File: config.mk
export PLATFORM = sky130hd
export DESIGN_NAME = ffl_ctrl
export DESIGN_NICKNAME = d
export VERILOG_FILES = /design/src/sv/ffl_pkg.sv /design/src/sv/ffl_ctrl.sv
export SDC_FILE = /design/constraint.sdc
export NUM_CORES = 1
export LEC_CHECK = 0
export BUFFER_PORTS_ARGS = -buffer_cell sky130_fd_sc_hd__buf_2
export CELL_PAD_IN_SITES_DETAIL_PLACEMENT = 1
export CELL_PAD_IN_SITES_GLOBAL_PLACEMENT = 2
export CORE_MARGIN = 2
export CORE_UTILIZATION = 28
export CTS_BUF_LIST = sky130_fd_sc_hd__clkbuf_8
export CTS_CLUSTER_DIAMETER = 60
export CTS_CLUSTER_SIZE = 24
export DETAILED_ROUTE_END_ITERATION = 8
export PLACE_DENSITY = 0.78
export SYNTH_ARGS = -nofsm -noshare
export SYNTH_HDL_FRONTEND = slang
export SYNTH_SLANG_ARGS = --single-unit
export TNS_END_PERCENT = 10
File: constraint.sdc
create_clock -name clock -period 2.79 [get_ports clock]
set_clock_uncertainty 0.15 [all_clocks]
set_input_delay 0.558 -clock clock [delete_from_list [all_inputs] [get_ports clock]]
set_output_delay 0.558 -clock clock [all_outputs]
set_load 0.05 [all_outputs]
File: src/sv/ffl_pkg.sv
`timescale 1ns / 1ps
// ----------------------------------------------------------------------------
// ffl_pkg
// Shared types and constants of the first-fit free list unit: transaction
// payloads, action and status codes, controller to datapath signal groups.
// ----------------------------------------------------------------------------
package ffl_pkg;

   localparam int POS_W  = 12;
   localparam int SIZE_W = 13;

   localparam logic [SIZE_W-1:0] MIN_FREE_RESET = 13'd8;

   typedef enum logic [1:0] {
      ACT_FIND   = 2'd0,
      ACT_ADD    = 2'd1,
      ACT_SHRINK = 2'd2,
      ACT_REMOVE = 2'd3
   } action_type;

   typedef enum logic [1:0] {
      STAT_OK        = 2'd0,
      STAT_NOT_FOUND = 2'd1,
      STAT_SHORT     = 2'd2
   } status_type;

   typedef enum logic [1:0] {
      RES_OK    = 2'd0,
      RES_FOUND = 2'd1,
      RES_MISS  = 2'd2,
      RES_SHORT = 2'd3
   } res_type;

   typedef struct packed {
      action_type        action;
      logic [POS_W-1:0]  position;
      logic [SIZE_W-1:0] amount;
   } req_type;

   typedef struct packed {
      logic             found;
      logic [POS_W-1:0] block_position;
      status_type       status;
   } rsp_type;

   typedef struct packed {
      logic    load_item;
      logic    advance;
      logic    do_add;
      logic    unlink;
      logic    split;
      logic    link_prev;
      logic    res_set;
      res_type res_sel;
      logic    rsp_load;
   } dp_cmd_type;

   typedef struct packed {
      action_type action;
      logic       pos_ok;
      logic       walk_end;
      logic       cur_is_pos;
      logic       fits;
      logic       exact;
      logic       short_rem;
      logic       prev_zero;
   } dp_stat_type;

endpackage

File: src/sv/ffl_ctrl.sv
`timescale 1ns / 1ps
// ----------------------------------------------------------------------------
// ffl_ctrl
// Controller of the free list unit: sequences list walks, updates and
// the response register handshake.
// ----------------------------------------------------------------------------
module ffl_ctrl (
   input  logic                 clock,
   input  logic                 reset,
   input  logic                 req_valid,
   output logic                 req_ready,
   output logic                 rsp_valid,
   input  logic                 rsp_ready,
   input  ffl_pkg::dp_stat_type stat,
   output ffl_pkg::dp_cmd_type  cmd
);

   typedef enum logic [8:0] {
      S_IDLE     = 9'b000000001,
      S_ADD      = 9'b000000010,
      S_WALK     = 9'b000000100,
      S_CHECK    = 9'b000001000,
      S_LOC      = 9'b000010000,
      S_LOC_WAIT = 9'b000100000,
      S_APPLY    = 9'b001000000,
      S_LINK     = 9'b010000000,
      S_RESP     = 9'b100000000
   } state_type;

   state_type state_ff, state_in;
   logic      rsp_valid_ff, rsp_valid_in;
   logic      out_free;

   assign out_free  = !rsp_valid_ff || rsp_ready;
   assign req_ready = (state_ff == S_IDLE);
   assign rsp_valid = rsp_valid_ff;

   always_comb begin
      state_in = state_ff;
      cmd      = '0;
      cmd.res_sel = ffl_pkg::RES_OK;
      unique case (state_ff)
         S_IDLE: begin
            if (req_valid) begin
               cmd.load_item = 1'b1;
               state_in = S_LOC;
            end
         end
         S_ADD: begin
            cmd.res_set = 1'b1;
            if (stat.pos_ok) begin
               cmd.do_add  = 1'b1;
               cmd.res_sel = ffl_pkg::RES_OK;
            end else begin
               cmd.res_sel = ffl_pkg::RES_MISS;
            end
            state_in = S_RESP;
         end
         S_WALK: begin
            if (stat.walk_end) begin
               cmd.res_set = 1'b1;
               cmd.res_sel = ffl_pkg::RES_MISS;
               state_in = S_RESP;
            end else begin
               state_in = S_CHECK;
            end
         end
         S_CHECK: begin
            if (stat.fits) begin
               cmd.res_set = 1'b1;
               cmd.res_sel = ffl_pkg::RES_FOUND;
               state_in = S_RESP;
            end else begin
               cmd.advance = 1'b1;
               state_in = S_WALK;
            end
         end
         S_LOC: begin
            if (stat.action == ffl_pkg::ACT_FIND) begin
               state_in = S_WALK;
            end else if (stat.action == ffl_pkg::ACT_ADD) begin
               state_in = S_ADD;
            end else if (!stat.pos_ok || stat.walk_end) begin
               cmd.res_set = 1'b1;
               cmd.res_sel = ffl_pkg::RES_MISS;
               state_in = S_RESP;
            end else if (stat.cur_is_pos) begin
               state_in = S_APPLY;
            end else begin
               state_in = S_LOC_WAIT;
            end
         end
         S_LOC_WAIT: begin
            cmd.advance = 1'b1;
            state_in = S_LOC;
         end
         S_APPLY: begin
            cmd.res_set = 1'b1;
            if (stat.action == ffl_pkg::ACT_REMOVE || stat.exact) begin
               cmd.unlink  = 1'b1;
               cmd.res_sel = ffl_pkg::RES_OK;
               state_in = stat.prev_zero ? S_RESP : S_LINK;
            end else if (stat.short_rem) begin
               cmd.res_sel = ffl_pkg::RES_SHORT;
               state_in = S_RESP;
            end else begin
               cmd.split   = 1'b1;
               cmd.res_sel = ffl_pkg::RES_OK;
               state_in = stat.prev_zero ? S_RESP : S_LINK;
            end
         end
         S_LINK: begin
            cmd.link_prev = 1'b1;
            state_in = S_RESP;
         end
         S_RESP: begin
            if (out_free) begin
               cmd.rsp_load = 1'b1;
               state_in = S_IDLE;
            end
         end
         default: begin
            state_in = S_IDLE;
         end
      endcase
   end

   always_comb begin
      rsp_valid_in = rsp_valid_ff;
      if (cmd.rsp_load) begin
         rsp_valid_in = 1'b1;
      end else if (rsp_ready) begin
         rsp_valid_in = 1'b0;
      end
   end

   always_ff @(posedge clock) begin
      if (reset) begin
         state_ff     <= S_IDLE;
         rsp_valid_ff <= 1'b0;
      end else begin
         state_ff     <= state_in;
         rsp_valid_ff <= rsp_valid_in;
      end
   end

endmodule

# [After elaboration in Yosys (flattened, before gate mapping)]
# Index checks and enable logic that the tools add are counted.
[op_classes] reduce_logical=9 mux=36 eq_ne=13
[ops] op="$mux W9" count=10
[ops] op="$pmux W9 S8" count=1
[ops] op="$mux W3" count=5
[ops] op="$pmux W3 S5" count=1
[ops] op="$mux W1" count=13
[ops] op="$eq A9 B1 Y1 const B" count=1
[ops] op="$eq A9 B2 Y1 const B" count=1
[ops] op="$eq A9 B3 Y1 const B" count=1
[ops] op="$eq A9 B4 Y1 const B" count=1
[ops] op="$eq A9 B5 Y1 const B" count=1
[ops] op="$eq A9 B6 Y1 const B" count=1
[ops] op="$eq A9 B7 Y1 const B" count=1
[ops] op="$eq A9 B8 Y1 const B" count=1
[ops] op="$eq A9 B9 Y1 const B" count=1
[ops] op="$mux W2" count=4
[ops] op="$mux W7" count=1
[ops] op="$ne A2 B2 Y1 const B" count=2
[ops] op="$logic_or A1 B1 Y1" count=3
[ops] op="$eq A2 B1 Y1 const B" count=1
[ops] op="$eq A2 B2 Y1 const B" count=1
[ops] op="$logic_not A1 Y1" count=2
[ops] op="$logic_not A2 Y1" count=1
[ops] op="$pmux W1 S2" count=1
[ops] op="$reduce_and A2 Y1" count=1
[ops] op="2 further kinds" count=2
[word_totals] regBits=10

# [Depth between registers and ports, before layout]
[depth] word_depth=6 ltp_mapped=6 ltp_nobuf=4

# [Worst setup path before layout]
# No wires, ideal clock.
[synth_timing] path_kind="register to output" from="register state_ff[2]" to="output port cmd[3] (netlist bit)" required_time_ps=2082 stages_incl_launch_ff=5 arrival_ps=2990 path_slack_ps=-908 path_cell_list="dfxtp_1 buf_4 nor3_1 nand3b_1 o311ai_0"
[synth_lines] element="start, declared" line="ffl_ctrl.sv:30" rtl="state_type state_ff, state_in;"
[synth_lines] element="start signal, assigned" line="ffl_ctrl.sv:142" rtl="state_ff <= state_in;"
[synth_lines] element="end, declared" line="ffl_ctrl.sv:15" rtl="output ffl_pkg::dp_cmd_type cmd"

==> summary by stage <==
Yosys
The cell area that synthesis handed to floorplanning was 746 µm². Summed over its instances, the top area cell type makes up around 27% of the synthesized netlist area. Counting flops with an async set or reset pin after synthesis yields a share of 0%.

Ranked by instance count, the synthesized netlist is headed by 10 x sky130_fd_sc_hd__dfxtp_1, 7 x sky130_fd_sc_hd__inv_1, 6 x sky130_fd_sc_hd__nor2_1, 6 x sky130_fd_sc_hd__o21ai_0. The flip-flop cell with the highest count after synthesis is sky130_fd_sc_hd__dfxtp_1. A synthesized cell averages 8.19 µm². The number of flip-flops and latches in the synthesized netlist is 10. The count of flip-flops with a built-in enable after synthesis is 0. Yosys attributes the largest share of cell area to sky130_fd_sc_hd__dfxtp_1 27%, sky130_fd_sc_hd__and4_1 4.7%, sky130_fd_sc_hd__o21ai_0 4.0%. The most common cell in the synthesized netlist is sky130_fd_sc_hd__dfxtp_1. The sequential cell area fraction in the yosys report is between 20% and 30%.

The synthesized netlist contains 37 unique library cells. Summed over all instances, the cell type with the most area after synthesis is sky130_fd_sc_hd__dfxtp_1. The number of nets produced by synthesis is 104. The synthesized instance count is 91. During synthesis, Yosys emitted a total of 0 warnings.

Power
Per report_power, the combinational group accounts for between 20% and 30% of the total. For this design the ratio of total power to cell area is 444 nW/µm². The peak ir drop on the vdd network is 0.307 mV. The leakage power figure is 0.378 nW. The sequential fraction of design power is approximately 36%.

The proportion of total power due to net switching is 28.9%. The design internal power is about 0.3 mW. The part of the total power dissipated in the clock network is 43.6%. For this design the total switching power over the nets is 0.123 mW.

Clock tree
The total number of H-tree levels is 1. After clock tree synthesis, the clock-pin slew on the worst setup and hold paths is about 0.050 ns. The clock net in this run drives a total of 10 sinks. In this run the deepest clock path goes through 2 buffers. The clock latency on the worst-skew pair is around 0.24 ns. The buffers inserted during post-CTS setup optimization is 0. The TritonCTS clock tree is yes.

The cell sitting at the root of the clock tree is a sky130_fd_sc_hd__clkbuf_8. Clock tree synthesis inserted a total of 3 buffers.

Worst setup path
The critical path data required time is 2.08 ns. The largest single stage delay on the critical path is 0.56 ns. The critical path class is reg2out.

The arrival time of data at the critical path endpoint is 2.02 ns. The family with the most delay on the worst path is simple AND/OR/NAND/NOR gates. STA classifies the critical path endpoint as an output port.

The worst setup path is launched from a flip-flop. The critical path goes through or4_4, nor4b_1, o21ai_0, o211ai_1, clkbuf_4. The setup check on the worst reg-to-reg path leaves a slack of a little over 0.9 ns.

The largest individual stage delay along the critical path comes from the cell sky130_fd_sc_hd__or4_4. The largest fanout on the critical path is 7. Together, buffers and inverters on the worst path number 1.

Timing
For the pin with the worst max-slew slack, the measured transition is 0.363 ns. The final-report max-slew violation count came to 0. The final-report hold violation count is 0.

Setup repair after global routing left no endpoint under its margin. After layout, the worst path uses 97.9% of the clock period. The setup TNS after final layout is 0 ns. The headroom to the max-slew limit is between 70% and 80%. The time the final worst path needs with I/O delays and setup is 2.73 ns. Based on the critical path, the design can be clocked at up to 366 MHz. Setup violations remaining at the end of the flow were counted as 0.

Floorplanning
The horizontal die dimension is about 56 µm. In this run the vertical extent of the chip is ~56 µm. The core area is 2500 µm².

The floorplan row count is 18. The floorplan step defined a die boundary enclosing 3090 µm². Once the floorplan was initialized, standard cells occupied 29.8% of the core. 25 I/O pins were placed.

Global route
The largest net degree at the start of global routing is 11. The global-route wire length before repair is 3760 µm. Summed over all layers, the global routing overflow is 0.

The initial antenna violation count is 0. The overall fraction of global-route tracks in use is between 10% and 20%. The via count of the first global-routing pass was approximately 800.

Layout
Cells fill between 30% and 40% of the core in the end. The count of non-filler cells in the finished layout is between 100 and 150. From synthesis to final layout, the design area changed by 28.7%. The number of antenna diodes in the final layout is 0.

Across the whole layout, storage elements account for 205 µm². The area of all placed cells without fillers is 960 µm². In the final layout, the multi-input gates occupy 493 µm². The final-stage net count is 130. The filler cells instantiated in the layout total 326. The post-route netlist has 35.3% of its cells at a drive strength greater than 1.

Routing
Dividing the detail-routed via count by the number of cells gives 5.49. After detailed routing, the total wire length is between 2000 and 2500 µm. The detailed-route wire length per cell is 16.0 µm.

The detailed router placed ~800 vias in this run. The number of DRC violations after detailed routing is 0. The count of routing violations after the opening detailed-route iteration is 23.

The number of nets still failing antenna checks after routing is 0. For this run, the detailed router's first-pass iteration total came to 4.

Place
In this run the cell area measured after placement is 877 µm². In this run the tool buffered the top-level ports with 24 buffer cells. The number of placed instances, taps included, is 142. The global placement routability congestion is roughly 0.83. The detailed placement HPWL is 1760 µm.

Flow run
Max-cap violations in this run came to 0.

Run status
The run finished with clean final reports.

Hold path
The path class of the lowest-slack min-delay path is in2reg.
## timing repair
action | in CTS | in global routing
setup endpoints to repair | 2 | 4
resized for setup | 2 | 7
hold buffers | 0 | 0
## path summary, 6_finish.rpt
check                                 from                       end  cells after the start
setup / recovery  state_ff[6]$_SDFFE_PP0P_                    cmd[2]                      5
hold / removal                     stat[4]  state_ff[5]$_SDFFE_PP0P_                      2
setup reg to reg  state_ff[6]$_SDFFE_PP0P_  state_ff[2]$_SDFFE_PP0P_                      4
hold reg to reg     rsp_valid$_SDFFE_PP0P_    rsp_valid$_SDFFE_PP0P_                      2
## stage by stage
step	hold slack (ns)	setup slack (ns)	power [mW]
after floorplan	0.355	-0.316	0.213
after global routing	0.355	0.0165	0.447
after global placement	0.347	0.282	0.239
after CTS	0.348	0.0219	0.426
after detailed placement	0.375	0.186	0.239
final	0.347	0.0595	0.426
## power groups by stage
stage,clock (mW),combinational [mW],sequential [mW]
2_1_floorplan,0,0.0598,0.153
3_3_place_gp,0,0.0827,0.156
3_5_place_dp,0,0.0831,0.156
4_1_cts,0.188,0.0846,0.153
5_1_grt,0.198,0.0951,0.154
6_report,0.186,0.0869,0.153
## sequential cells by signal (all words and copies together), names as in the netlist
| signal | flops |
|---|---|
| state_ff | 9 |
| rsp_valid | 1 |
## layout by cell type (no fill, tap or decap), types with 2 or more instances in the layout
cell | netlist | final
sky130_fd_sc_hd__dfxtp_2 | 0 | 4
sky130_fd_sc_hd__o31ai_1 | 2 | 2
sky130_fd_sc_hd__nor3b_1 | 2 | 2
sky130_fd_sc_hd__nand3b_1 | 2 | 2
sky130_fd_sc_hd__clkbuf_8 | 0 | 4
sky130_fd_sc_hd__nor3_1 | 3 | 3
sky130_fd_sc_hd__a32oi_1 | 2 | 2
sky130_fd_sc_hd__nand4_1 | 4 | 4
sky130_fd_sc_hd__nor2b_1 | 3 | 3
sky130_fd_sc_hd__o21ai_0 | 6 | 5
sky130_fd_sc_hd__or4_4 | 2 | 2
sky130_fd_sc_hd__o211ai_1 | 2 | 2
sky130_fd_sc_hd__inv_1 | 7 | 7
sky130_fd_sc_hd__nand2b_1 | 2 | 2
sky130_fd_sc_hd__and4_1 | 4 | 4
sky130_fd_sc_hd__clkbuf_4 | 0 | 2
sky130_fd_sc_hd__nor2_1 | 6 | 6
sky130_fd_sc_hd__nor4b_1 | 3 | 3
sky130_fd_sc_hd__nor4_1 | 3 | 2
sky130_fd_sc_hd__a21oi_1 | 4 | 4
sky130_fd_sc_hd__buf_2 | 0 | 21
sky130_fd_sc_hd__nand2_1 | 3 | 3
sky130_fd_sc_hd__dfxtp_1 | 10 | 6
sky130_fd_sc_hd__buf_4 | 4 | 3
## worst register-to-register path: stages (launching register included)
cell and delay (ns):
sky130_fd_sc_hd__dfxtp_2 0.37, sky130_fd_sc_hd__or4_4 0.56, sky130_fd_sc_hd__or4_4 0.46, sky130_fd_sc_hd__o32a_1 0.19, sky130_fd_sc_hd__nor2_1 0.08
## logic make-up (layout without fill, tap and decap cells)
| family | after synthesis | count (layout) | synth area share (%) |
|---|---|---|---|
| xor+xnor | 1 | 1 | 1.17 |
| simple gates | 44 | 44 | 40.1 |
| mux | 1 | 1 | 1.51 |
| compound gates | 23 | 23 | 21.3 |
| flops | 10 | 10 | 26.8 |
| buf+inv | 12 | 37 | 9.06 |
## layer usage
layer | up-vias | track usage, % | routed length [µm]
met1 | 379 | 20.8 | 1140
met4 | 0 | 3.14 | 0
met2 | 18 | 24.1 | 1080
met3 | 0 | 3.26 | 112
li1 | 404 | - | -
met5 | - | 0 | 0
## layout make-up
| class | count | share of cell area, % |
|---|---|---|
| multi-input cells | 69 | 51.4 |
| well taps | 30 | 3.91 |
| inverters | 7 | 2.74 |
| clock buffers | 4 | 5.74 |
| repair buffers | 26 | 14.9 |
| flip-flops and latches | 10 | 21.4 |
(Power assumes the default switching activity.)
